--- src/rtl/u8u16_pkg.sv ---
// ----------------------------------------------------------------------------
// u8u16_pkg
// Shared types and constants for the UTF-8 to UTF-16 decoder core.
// ----------------------------------------------------------------------------
package u8u16_pkg;

  // Code points and UTF-8 byte limits
  localparam logic [15:0] REPLACEMENT = 16'hFFFD;
  localparam logic [7:0]  ASCII_MAX   = 8'h7F;
  localparam logic [7:0]  LEAD_MIN    = 8'hC2;
  localparam logic [7:0]  LEAD_MAX    = 8'hF4;
  localparam logic [7:0]  LEAD2_MAX   = 8'hDF;
  localparam logic [7:0]  LEAD3_MAX   = 8'hEF;
  localparam logic [7:0]  CONT_LO     = 8'h80;
  localparam logic [7:0]  CONT_HI     = 8'hBF;
  localparam logic [6:0]  CONT_MASK   = 7'h3F;

  // Leads with a narrowed first continuation range
  localparam logic [7:0]  LEAD_E0     = 8'hE0;
  localparam logic [7:0]  LEAD_ED     = 8'hED;
  localparam logic [7:0]  LEAD_F0     = 8'hF0;
  localparam logic [7:0]  LEAD_F4     = 8'hF4;
  localparam logic [7:0]  E0_LO       = 8'hA0;
  localparam logic [7:0]  ED_HI       = 8'h9F;
  localparam logic [7:0]  F0_LO       = 8'h90;
  localparam logic [7:0]  F4_HI       = 8'h8F;

  // Surrogate encoding
  localparam logic [20:0] SUPP_BASE   = 21'h10000;
  localparam logic [15:0] HI_SURR     = 16'hD800;
  localparam logic [15:0] LO_SURR     = 16'hDC00;

  // Queue between the decode front and the emit back
  localparam int QDEPTH = 4;
  localparam int QPTR_W = $clog2(QDEPTH);
  localparam int QCNT_W = $clog2(QDEPTH + 1);

  // One decoded byte: one or two code units
  typedef struct packed {
    logic        pair;
    logic [15:0] unit0;
    logic        rep0;
    logic [15:0] unit1;
    logic        rep1;
  } job_t;

endpackage

--- src/rtl/utf8_to_utf16_decoder_core.sv ---
// ----------------------------------------------------------------------------
// utf8_to_utf16_decoder_core
// UTF-8 byte stream in, UTF-16 code units out, with U+FFFD for malformed input.
// ----------------------------------------------------------------------------
// A byte's job enters the job queue at the edge that accepts the byte; the
// back loads its units in order into the output register. Throughput: one
// byte per cycle unless the queue is full; the output register moves one
// unit per cycle when not stalled, so a byte giving two units occupies it twice.
// A four-entry job queue between decode and output absorbs those bursts.
// Reset clears the pending sequence, the queue and the output valid.
module utf8_to_utf16_decoder_core (
  input  logic        clk,
  input  logic        rst,
  input  logic        byte_valid,
  output logic        byte_stall,
  input  logic [7:0]  in_byte,
  input  logic        end_of_string,
  output logic        unit_valid,
  input  logic        unit_stall,
  output logic [15:0] code_unit,
  output logic        is_replacement,
  output logic        last_of_run
);

  u8u16_pkg::job_t push_job;
  u8u16_pkg::job_t head_job;
  logic            q_push;
  logic            q_pop;
  logic            q_empty;
  logic            q_full;

  // Decode front
  u8u16_front u_front (
    .clk           (clk),
    .rst           (rst),
    .byte_valid    (byte_valid),
    .byte_stall    (byte_stall),
    .in_byte       (in_byte),
    .end_of_string (end_of_string),
    .q_full        (q_full),
    .q_push        (q_push),
    .q_job         (push_job)
  );

  // Job queue
  u8u16_queue u_queue (
    .clk      (clk),
    .rst      (rst),
    .push     (q_push),
    .push_job (push_job),
    .pop      (q_pop),
    .head_job (head_job),
    .empty    (q_empty),
    .full     (q_full)
  );

  // Emit back
  u8u16_back u_back (
    .clk            (clk),
    .rst            (rst),
    .head_job       (head_job),
    .q_empty        (q_empty),
    .q_pop          (q_pop),
    .unit_valid     (unit_valid),
    .unit_stall     (unit_stall),
    .code_unit      (code_unit),
    .is_replacement (is_replacement),
    .last_of_run    (last_of_run)
  );

endmodule

--- src/rtl/u8u16_front.sv ---
// ----------------------------------------------------------------------------
// u8u16_front
// Accepts UTF-8 bytes, tracks the pending sequence and produces decoded jobs.
// ----------------------------------------------------------------------------
module u8u16_front (
  input  logic              clk,
  input  logic              rst,
  input  logic              byte_valid,
  output logic              byte_stall,
  input  logic [7:0]        in_byte,
  input  logic              end_of_string,
  input  logic              q_full,
  output logic              q_push,
  output u8u16_pkg::job_t   q_job
);

  typedef struct packed {
    logic        emit;
    logic [15:0] unit;
    logic        rep;
    logic        open;
    logic [1:0]  remaining;
    logic [20:0] point;
  } lead_res_t;

  logic [1:0]  bytes_remaining;
  logic        first_cont_expected;
  logic [7:0]  lead_value;
  logic [20:0] partial_point;

  logic [1:0]  bytes_remaining_next;
  logic        first_cont_expected_next;
  logic [7:0]  lead_value_next;
  logic [20:0] partial_point_next;

  logic        accept;
  logic [1:0]  n_units;
  lead_res_t   lr;
  logic [7:0]  lo;
  logic [7:0]  hi;
  logic        bad_cont;
  logic [20:0] joined;
  logic [20:0] offset;

  // Classify a byte seen as the start of a character
  function automatic lead_res_t lead_decode(input logic [7:0] b);
    lead_res_t r;
    r = '0;
    if (b <= u8u16_pkg::ASCII_MAX) begin
      r.emit = 1'b1;
      r.unit = {8'h00, b};
    end else if (b < u8u16_pkg::LEAD_MIN || b > u8u16_pkg::LEAD_MAX) begin
      r.emit = 1'b1;
      r.unit = u8u16_pkg::REPLACEMENT;
      r.rep  = 1'b1;
    end else begin
      r.open = 1'b1;
      if (b <= u8u16_pkg::LEAD2_MAX) begin
        r.remaining = 2'd1;
        r.point     = {16'h0000, b[4:0]};
      end else if (b <= u8u16_pkg::LEAD3_MAX) begin
        r.remaining = 2'd2;
        r.point     = {17'h00000, b[3:0]};
      end else begin
        r.remaining = 2'd3;
        r.point     = {18'h00000, b[2:0]};
      end
    end
    return r;
  endfunction

  assign byte_stall = q_full;
  assign accept     = byte_valid && !q_full;
  assign q_push     = accept && (n_units != 2'd0);

  // Range of the current continuation byte
  always_comb begin
    lo = u8u16_pkg::CONT_LO;
    hi = u8u16_pkg::CONT_HI;
    if (first_cont_expected) begin
      case (lead_value)
        u8u16_pkg::LEAD_E0: lo = u8u16_pkg::E0_LO;
        u8u16_pkg::LEAD_ED: hi = u8u16_pkg::ED_HI;
        u8u16_pkg::LEAD_F0: lo = u8u16_pkg::F0_LO;
        u8u16_pkg::LEAD_F4: hi = u8u16_pkg::F4_HI;
        default: ;
      endcase
    end
  end

  assign lr       = lead_decode(in_byte);
  assign bad_cont = (in_byte < lo) || (in_byte > hi);
  assign joined   = {partial_point[14:0], in_byte[5:0] & u8u16_pkg::CONT_MASK[5:0]};
  assign offset   = joined - u8u16_pkg::SUPP_BASE;

  // Decode the byte and advance the sequence state
  always_comb begin
    bytes_remaining_next     = bytes_remaining;
    first_cont_expected_next = first_cont_expected;
    lead_value_next          = lead_value;
    partial_point_next       = partial_point;
    n_units                  = 2'd0;
    q_job                    = '0;
    if (end_of_string) begin
      if (bytes_remaining != 2'd0) begin
        n_units     = 2'd1;
        q_job.unit0 = u8u16_pkg::REPLACEMENT;
        q_job.rep0  = 1'b1;
      end
      bytes_remaining_next     = 2'd0;
      first_cont_expected_next = 1'b0;
      lead_value_next          = 8'h00;
      partial_point_next       = '0;
    end else if (bytes_remaining == 2'd0) begin
      if (lr.emit) begin
        n_units     = 2'd1;
        q_job.unit0 = lr.unit;
        q_job.rep0  = lr.rep;
      end
      if (lr.open) begin
        bytes_remaining_next     = lr.remaining;
        first_cont_expected_next = 1'b1;
        lead_value_next          = in_byte;
        partial_point_next       = lr.point;
      end
    end else if (bad_cont) begin
      // Drop the sequence, then reuse the byte as a lead
      q_job.unit0              = u8u16_pkg::REPLACEMENT;
      q_job.rep0               = 1'b1;
      n_units                  = 2'd1;
      bytes_remaining_next     = 2'd0;
      first_cont_expected_next = 1'b0;
      lead_value_next          = 8'h00;
      partial_point_next       = '0;
      if (lr.emit) begin
        n_units     = 2'd2;
        q_job.pair  = 1'b1;
        q_job.unit1 = lr.unit;
        q_job.rep1  = lr.rep;
      end
      if (lr.open) begin
        bytes_remaining_next     = lr.remaining;
        first_cont_expected_next = 1'b1;
        lead_value_next          = in_byte;
        partial_point_next       = lr.point;
      end
    end else begin
      partial_point_next       = joined;
      first_cont_expected_next = 1'b0;
      bytes_remaining_next     = bytes_remaining - 2'd1;
      if (bytes_remaining == 2'd1) begin
        bytes_remaining_next = 2'd0;
        lead_value_next      = 8'h00;
        partial_point_next   = '0;
        if (joined < u8u16_pkg::SUPP_BASE) begin
          n_units     = 2'd1;
          q_job.unit0 = joined[15:0];
        end else begin
          n_units     = 2'd2;
          q_job.pair  = 1'b1;
          q_job.unit0 = u8u16_pkg::HI_SURR | {6'b000000, offset[19:10]};
          q_job.unit1 = u8u16_pkg::LO_SURR | {6'b000000, offset[9:0]};
        end
      end
    end
  end

  // Hold the sequence state between transactions
  always_ff @(posedge clk) begin
    if (rst) begin
      bytes_remaining     <= 2'd0;
      first_cont_expected <= 1'b0;
      lead_value          <= 8'h00;
      partial_point       <= '0;
    end else if (accept) begin
      bytes_remaining     <= bytes_remaining_next;
      first_cont_expected <= first_cont_expected_next;
      lead_value          <= lead_value_next;
      partial_point       <= partial_point_next;
    end
  end

endmodule

--- src/rtl/u8u16_queue.sv ---
// ----------------------------------------------------------------------------
// u8u16_queue
// Short job queue that decouples the decode front from the emit back.
// ----------------------------------------------------------------------------
module u8u16_queue (
  input  logic              clk,
  input  logic              rst,
  input  logic              push,
  input  u8u16_pkg::job_t   push_job,
  input  logic              pop,
  output u8u16_pkg::job_t   head_job,
  output logic              empty,
  output logic              full
);

  u8u16_pkg::job_t                   slots [u8u16_pkg::QDEPTH];
  logic [u8u16_pkg::QPTR_W-1:0]      wr_ptr;
  logic [u8u16_pkg::QPTR_W-1:0]      rd_ptr;
  logic [u8u16_pkg::QCNT_W-1:0]      count;

  assign empty    = (count == '0);
  assign full     = (count == u8u16_pkg::QCNT_W'(u8u16_pkg::QDEPTH));
  assign head_job = slots[rd_ptr];

  // Store pushed jobs
  always_ff @(posedge clk) begin
    if (push) begin
      slots[wr_ptr] <= push_job;
    end
  end

  // Advance pointers and occupancy
  always_ff @(posedge clk) begin
    if (rst) begin
      wr_ptr <= '0;
      rd_ptr <= '0;
      count  <= '0;
    end else begin
      if (push) begin
        wr_ptr <= wr_ptr + 1'b1;
      end
      if (pop) begin
        rd_ptr <= rd_ptr + 1'b1;
      end
      if (push && !pop) begin
        count <= count + 1'b1;
      end else if (pop && !push) begin
        count <= count - 1'b1;
      end
    end
  end

endmodule

--- src/rtl/u8u16_back.sv ---
// ----------------------------------------------------------------------------
// u8u16_back
// Splits queued jobs into single code units and holds them in an output
// register until the consumer takes them.
// ----------------------------------------------------------------------------
module u8u16_back (
  input  logic              clk,
  input  logic              rst,
  input  u8u16_pkg::job_t   head_job,
  input  logic              q_empty,
  output logic              q_pop,
  output logic              unit_valid,
  input  logic              unit_stall,
  output logic [15:0]       code_unit,
  output logic              is_replacement,
  output logic              last_of_run
);

  logic sel;
  logic sel_next;
  logic load;
  logic take;
  logic last_pick;

  // Pick the next unit of the head job
  always_comb begin
    load      = !unit_valid || !unit_stall;
    take      = load && !q_empty;
    last_pick = !head_job.pair || sel;
    q_pop     = take && last_pick;
    sel_next  = take ? !last_pick : sel;
  end

  // Control: output valid and unit select
  always_ff @(posedge clk) begin
    if (rst) begin
      unit_valid <= 1'b0;
      sel        <= 1'b0;
    end else begin
      if (load) begin
        unit_valid <= !q_empty;
      end
      sel <= sel_next;
    end
  end

  // Payload of the output register
  always_ff @(posedge clk) begin
    if (take) begin
      code_unit      <= sel ? head_job.unit1 : head_job.unit0;
      is_replacement <= sel ? head_job.rep1  : head_job.rep0;
      last_of_run    <= last_pick;
    end
  end

endmodule

--- config.mk ---
export PLATFORM = sky130hd
export DESIGN_NAME = utf8_to_utf16_decoder_core
export DESIGN_NICKNAME = d
export VERILOG_FILES = /design/src/rtl/u8u16_pkg.sv /design/src/rtl/utf8_to_utf16_decoder_core.sv /design/src/rtl/u8u16_front.sv /design/src/rtl/u8u16_queue.sv /design/src/rtl/u8u16_back.sv
export SDC_FILE = /design/constraint.sdc
export NUM_CORES = 1
export LEC_CHECK = 0
export ABC_AREA = 1
export BUFFER_PORTS_ARGS = -buffer_cell sky130_fd_sc_hd__buf_4
export CAP_MARGIN = 20
export CORE_AREA = 2 2 174 176
export DETAILED_ROUTE_END_ITERATION = 8
export DIE_AREA = 0 0 176 178
export PLACE_DENSITY_LB_ADDON = 0.15
export SYNTH_ARGS = -nofsm -noshare
export SYNTH_HDL_FRONTEND = slang
export SYNTH_HIERARCHICAL = 1
export SYNTH_SLANG_ARGS = --single-unit
--- constraint.sdc ---
create_clock -name clk -period 3.7 [get_ports clk]
set_clock_uncertainty 0.15 [all_clocks]
set_input_delay 0.74 -clock clk [delete_from_list [all_inputs] [get_ports clk]]
set_output_delay 0.74 -clock clk [all_outputs]
set_load 0.03 [all_outputs]
# Word-level counts from Yosys, hierarchy flattened

Memories as Yosys holds them, arrays and structs flattened. A register that Yosys moved wholly into a read port is not among the register bits.
Cells that the tools add are included.

Flip-flop bits (word level): 53
Memory bits (writable): 140
Input port bits: 13
Output and inout port bits: 20
Logic and storage cells: 127
Memories kept: 1

Memory list:

| name          | words | width | read ports | clocked after Yosys merged registers in | write ports | line              | RTL |
|---|---|---|---|---|---|---|---|
| u_queue.slots | 4     | 35    | 1          | 1                                       | 1           | u8u16_queue.sv:16 | `u8u16_pkg::job_t slots [u8u16_pkg::QDEPTH];` |

Add/sub/neg operators: 6
$lt $le $gt $ge: 8
Eq/ne operators: 7
Muxes and demuxes: 67
Reductions and logical operators: 26

Operators by type and width:

| cell                                                                    | count |
|---|---|
| 17-bit two-way mux                                                      | 9 |
| 15-bit two-way mux                                                      | 6 |
| 16-bit two-way mux                                                      | 5 |
| 8-bit two-way mux                                                       | 6 |
| 8-bit equality test (second input constant)                             | 4 |
| 2-bit two-way mux                                                       | 14 |
| 25-bit two-way mux                                                      | 1 |
| 24-bit two-way mux                                                      | 1 |
| 6-bit one-hot mux with 2 select lines                                   | 2 |
| 23-bit two-way mux                                                      | 1 |
| 22-bit two-way mux                                                      | 1 |
| 21-bit by 17-bit < comparator with 1-bit output (second input constant) | 1 |
| 20-bit by 17-bit subtractor with 20-bit output (second input constant)  | 1 |
| 18-bit two-way mux                                                      | 1 |
| 8-bit <= comparator (second input constant)                             | 2 |
| 1-bit two-way mux                                                       | 16 |
| 6-bit two-way mux                                                       | 2 |
| 8-bit greater-than comparator                                           | 1 |
| 8-bit greater-than comparator (second input constant)                   | 1 |
| 8-bit by 7-bit <= comparator with 1-bit output (second input constant)  | 1 |
| 1-bit zero test                                                         | 8 |
| 8-bit < comparator                                                      | 1 |
| 8-bit < comparator (second input constant)                              | 1 |
| 1-bit logical AND                                                       | 6 |
| 15 further kinds                                                        | 22 |

# Depth between registers and ports, before layout

Depth after elaboration: 14
Depth in mapped cells: 23
Depth with buffers taken out: 23

# By module

Netlist, hierarchy kept.

By module, submodules not included:

| module      | instances | cells each | area an instance (µm²) | seq. area each (µm²) |
|---|---|---|---|---|
| u8u16_queue | 1         | 396        | 5,622.9                | 4,384.2 |
| u8u16_front | 1         | 345        | 2,142.1                | 520.5 |
| u8u16_back  | 1         | 88         | 913.4                  | 580.6 |

# Worst setup path before layout

No wires, ideal clock.

Path kind: input to register
Start: input in_byte[5]
End: memory u_queue/slots[0][0] in the netlist's numbering (enable)
Setup time: 0.390 ns
Arrival time: 2.968 ns
Required time: 3.160 ns
Setup slack: 0.192 ns
Stages on the path: 11
Path buffers: 1
Cells stage by stage: ha_1 nand2_1 nand3b_1 a21oi_2 nand2_1 buf_6 nor2_1 o21ai_0 a21boi_0 nand2_1 inv_1

Longest elaborated chain between the ends: 12
Elaborated cells on any way between the ends: 21
Those cells by class: 6 x order compare; 11 x mux; 4 x reduce/logical

Ends and longest elaborated chain:

| item                                                                                    | line                             | RTL |
|---|---|---|
| from (decl)                                                                             | utf8_to_utf16_decoder_core.sv:16 | `input logic [7:0] in_byte,` |
| branches (longest 6 deep; another with 21-bit by 17-bit < comparator with 1-bit output) | -                                |  |
| 2-bit two-way mux (*)                                                                   | u8u16_front.sv:114               | `end else if (bytes_remaining == 2'd0) begin` |
| 2-bit two-way mux (*)                                                                   | u8u16_front.sv:104               | `if (end_of_string) begin` |
| 2-bit nonzero test (*)                                                                  | u8u16_front.sv:74                | `assign q_push = accept && (n_units != 2'd0);` |
| 1-bit logical AND (*)                                                                   | u8u16_front.sv:74                |  |
| net q_push                                                                              | utf8_to_utf16_decoder_core.sv:27 | `logic q_push;` |
| 1-bit two-way mux (*)                                                                   | u8u16_queue.sv:27                | `if (push) begin` |
| 1-bit two-way mux (implied by the code) (*)                                             | u8u16_queue.sv:28                | `slots[wr_ptr] <= push_job;` |
| to (decl)                                                                               | u8u16_queue.sv:16                |  |

Mark *: on every way through the listed nets, which the timed path passes.

# Final worst setup path

Start: register u_front.lead_value[6]
End: register u_queue/count[2] in the netlist's numbering

Longest elaborated chain between the ends: 13
Elaborated cells on any way between the ends: 21
Those cells by class: 2 x order compare; 4 x eq/ne; 8 x mux; 7 x reduce/logical

Ends and longest elaborated chain:

| item                                                                       | line                             | RTL |
|---|---|---|
| from (decl)                                                                | u8u16_front.sv:28                | `logic [7:0] lead_value;` |
| from (signal assigned)                                                     | u8u16_front.sv:178               | `lead_value <= lead_value_next;` |
| 8-bit equality test                                                        | u8u16_front.sv:81                | `case (lead_value)` |
| 6-bit one-hot mux with 2 select lines                                      | u8u16_front.sv:81                |  |
| 6-bit two-way mux                                                          | u8u16_front.sv:80                | `if (first_cont_expected) begin` |
| 8-bit < comparator / 8-bit greater-than comparator (equally long branches) | u8u16_front.sv:92                | `assign bad_cont = (in_byte < lo) \|\| (in_byte > hi);` |
| 1-bit logical OR (*)                                                       | u8u16_front.sv:92                |  |
| 2-bit two-way mux (*)                                                      | u8u16_front.sv:126               | `end else if (bad_cont) begin` |
| 2-bit two-way mux (*)                                                      | u8u16_front.sv:114               |  |
| 2-bit two-way mux (*)                                                      | u8u16_front.sv:104               |  |
| 2-bit nonzero test (*)                                                     | u8u16_front.sv:74                |  |
| 1-bit logical AND (*)                                                      | u8u16_front.sv:74                |  |
| net q_push                                                                 | utf8_to_utf16_decoder_core.sv:27 |  |
| 1-bit zero test                                                            | u8u16_queue.sv:47                | `end else if (pop && !push) begin` |
| 1-bit logical AND                                                          | u8u16_queue.sv:47                |  |
| 2-bit nonzero test (no source line)                                        | -                                |  |
| to (signal assigned)                                                       | u8u16_queue.sv:46                | `count <= count + 1'b1;` |
| to (signal assigned)                                                       | u8u16_queue.sv:48                | `count <= count - 1'b1;` |
| to (decl)                                                                  | u8u16_queue.sv:19                | `logic [u8u16_pkg::QCNT_W-1:0] count;` |

Mark *: on every way through the listed nets, which the timed path passes. The rest lies on a longest branch.
A chain may end at the register's enable or synchronous reset.

==> results.tsv <==
stage	metric	value	unit
global_route	grt_max_degree	69	
floorplanning	rows	63	
pwr	p_switching	2.269	mW
routing	drtPass1Iterations	5	
run_status	status	complete, no violations	
pwr	leakagePower	3.698	nW
cells_and_area	drive_gt1_share	14.99	%
run	max_cap_violations	0	
min_path	min_path_type	flip-flop to flip-flop	
routing	drt-total-wl	21050	um
cells_and_area	final_core_util	33.75	%
pwr	swShare	34.44	%
sta	final.min_clock_period	3.329	ns
placed_design	io_buffers	32	
clock_network	cts.sinks	195	
setup_path	cp_data_arrival_time	3.55	ns
floorplanning	die_h	178	um
logic_synthesis	avgSynthCellArea	10.47	um2
placed_design	gp_congestion	0.8633	
sta	tightest_slew	0.7616	ns
clock_network	cts_buffer_depth	2	
routing	drtIter0Drc	484	
sta	fin_setup_tns	0	ns
clock_network	clk_latency	0.43	ns
cells_and_area	areaGrowthSynthToFinish	14.33	%
sta	slew_violations	0	
setup_path	critPathMaxFanout	6	
floorplanning	die_w	176	um
global_route	grt_pass1_wl	33060	um
clock_network	cts_setup_buffers	0	
pwr	internal-power	4.319	mW
global_route	track_usage	13.98	%
logic_synthesis	synthCells	829	
pwr	power.density	664.0	nW/um2
cells_and_area	nets	879	
global_route	antenna_found_initial	0	
floorplanning	coreArea	29400	um2
logic_synthesis	ys_seq_area_share	63.21	%
setup_path	critPathTopFamily	simple AND/OR/NAND/NOR gates	
routing	wl_per_cell	16.75	um
clock_network	post_cts_resized	0	
logic_synthesis	netlist_area	8678	um2
setup_path	max_stage_delay	0.38	ns
cells_and_area	diodes	0	
routing	drc_errors	0	
pwr	finalPower	6.588	mW
clock_network	cts_buffers	17	
clock_network	cts_tree	done	
pwr	combPwrFrac	27.8	%
global_route	grt_pass1_vias	5709	
clock_network	postCtsHoldBufs	0	
sta	min_period_over_period	89.98	%
sta	rsz0062_at_grt	no	
pwr	p_seq_share	41.9	%
floorplanning	dieArea	31330	um2
sta	fmax	300.4	MHz
placed_design	place.detailed.hpwl	12780	um
logic_synthesis	synth_warnings	6	
setup_path	crit_required	3.92	ns
logic_synthesis	synth-seq-cells	195	
clock_network	path_clk_slew	0.07	ns
setup_path	cp_num_buf_inv	3	
logic_synthesis	syn_nets	854	
setup_path	startpoint_type	flip-flop	
sta	fin_ws	0.3707	ns
clock_network	clockRootBuffer	clkbuf_16	
routing	via_per_inst	4.659	
setup_path	criticalPathCategory	flip-flop to flip-flop	
logic_synthesis	netlist.area_leader.share	54.67	%
pwr	peakVddDrop	258.1	uV
routing	antenna_left	0	
clock_network	h-tree-depth	4	
routing	num_vias	5856	
setup_path	slowest_stage	fa_1	
sta	relSlewSlack	49.23	%
logic_synthesis	synth.area.top_cells	edfxtp_1, dfxtp_1, nand2_1, o21ai_0, nor2_1	
global_route	overflow	0	
setup_path	crit_chain	nand3_1 -> nor2_1 -> nand3_1 -> a21oi_2 -> ha_1 -> nand2_1 -> nand3b_1 -> a21oi_2 -> nand2_2 -> nor2_1 -> o21ai_0 -> a21boi_1 -> buf_4 -> ha_1 -> inv_1 -> fa_1 -> nand2_1 -> nand3_1 -> nand2_1 -> inv_1 -> nor2_1	
sta	setup_viol	0	
logic_synthesis	ys_types	40	
placed_design	pre_cts_ws	0.2171	ns
setup_path	endpoint_kind	flip-flop	
floorplanning	start_util	29.52	%
pwr	power_frac_clock	30.3	%
sta	hold_viol	0	
logic_synthesis	synthDominantAreaCellType	edfxtp_1	
floorplanning	pin_count	33	
[cell usage in the layout (no fill, tap or decap), drive strengths merged, types with 3 or more instances in the layout]
master / count
a21oi: 42
nor3: 4
nor2: 107
buf: 46
o22ai: 42
ha: 11
clkinv: 5
o21ai: 106
nand4: 7
nand2: 183
edfxtp: 158
nand3: 16
inv: 75
dfxtp: 37
bufinv: 3
clkbuf: 17
[cells by family after synthesis]
group | count (synthesis) | share of synthesized area, %
buffers and inverters | 109 | 6.488
flip-flops | 195 | 63.21
AO/OA/AOI/OAI | 192 | 12.28
adder cells (fa/ha/maj) | 12 | 1.817
AND/OR/NAND/NOR | 319 | 16.00
XOR/XNOR | 2 | 0.2019
[layer usage]
layer / vias up / track usage, % / routed length (um) / part of all wire [%]
li1: 2904 / - / - / -
met1: 2821 / 20.23 / 10690 / 51
met2: 116 / 21.80 / 9568 / 45
met3: 15 / 2.728 / 579 / 2.8
met4: 0 / 2.927 / 209 / 0.99
met5: - / 0 / 0 / 0
[per-stage QoR]
stage	area, um2	hold slack (ns)	std cells
5_1_grt	9922	0.3280	1257
3_5_place_dp	9269	0.2880	1225
6_report	9922	0.3005	1257
3_3_place_gp	9269	0.2800	1225
4_1_cts	9913	0.2971	1257
2_1_floorplan	8678	0.2615	829
[registers in the layout (all words and copies together) (netlist names), named ones only]
register,cells
u_back/code_unit,16
u_back/is_replacement,1
u_back/last_of_run,1
u_back/sel,1
u_back/unit_valid,1
u_front/bytes_remaining,2
u_front/first_cont_expected,1
u_front/lead_value,8
u_front/partial_point,15
u_queue/count,3
u_queue/rd_ptr,2
u_queue/slots,140
u_queue/wr_ptr,2
[worst paths after layout]
path	from	end	slack, ns	cells past startpoint
setup / recovery	u_front/lead_value[6]	u_queue/count[2]	0.37	21
hold reg to reg	u_queue/rd_ptr[1]	u_queue/rd_ptr[1]	0.30	1
setup reg to reg	u_front/lead_value[6]	u_queue/count[2]	0.37	21
hold / removal	u_queue/rd_ptr[1]	u_queue/rd_ptr[1]	0.30	1
[worst reg2reg max path: stages (launching register included)]
cell and delay [ns]:
dfxtp_1 0.33, nand3_1 0.11, nor2_1 0.14, nand3_1 0.12, a21oi_2 0.17, ha_1 0.25, nand2_1 0.06, nand3b_1 0.09
a21oi_2 0.20, nand2_2 0.12, nor2_1 0.12, o21ai_0 0.10, a21boi_1 0.19, buf_4 0.16, ha_1 0.16, inv_1 0.06
fa_1 0.38, nand2_1 0.10, nand3_1 0.08, nand2_1 0.06, inv_1 0.03, nor2_1 0.08
[power by group through the flow]
| stage | clock network [mW] | registers [mW] | logic, mW |
|---|---|---|---|
| after floorplan | 0 | 3.03 | 1.11 |
| after global placement | 0 | 2.81 | 1.86 |
| after detailed placement | 0 | 2.82 | 1.86 |
| after CTS | 2.05 | 2.77 | 1.86 |
| after global routing | 2.14 | 2.79 | 2.06 |
| final | 1.99 | 2.76 | 1.83 |
[synth_stat cells (all sizes together)]
| cell type | number |
|---|---|
| nand2 | 183 |
| edfxtp | 158 |
| nor2 | 107 |
| o21ai | 106 |
| inv | 69 |
| a21oi | 42 |
| o22ai | 42 |
| dfxtp | 37 |
| buf | 33 |
| nand3 | 16 |
| ha | 11 |
| clkbuf | 7 |
| nand4 | 7 |
| nor3 | 4 |
| nand3b | 2 |
| a21boi | 1 |
| a31oi | 1 |
| fa | 1 |
| xnor2 | 1 |
| xor2 | 1 |
[final cells by class]
cell class / instances / area (um2)
Multi-Input combinational cell: 525 / 2639
Sequential cell: 195 / 5487
Timing Repair Buffer: 46 / 395.4
Clock inverter: 15 / 219.0
Inverter: 69 / 269.0
Tap cell: 390 / 488.0
Clock buffer: 17 / 425.4
Fill cell: 2961 / 19480
Note: power is estimated with default switching activity, not from simulation.
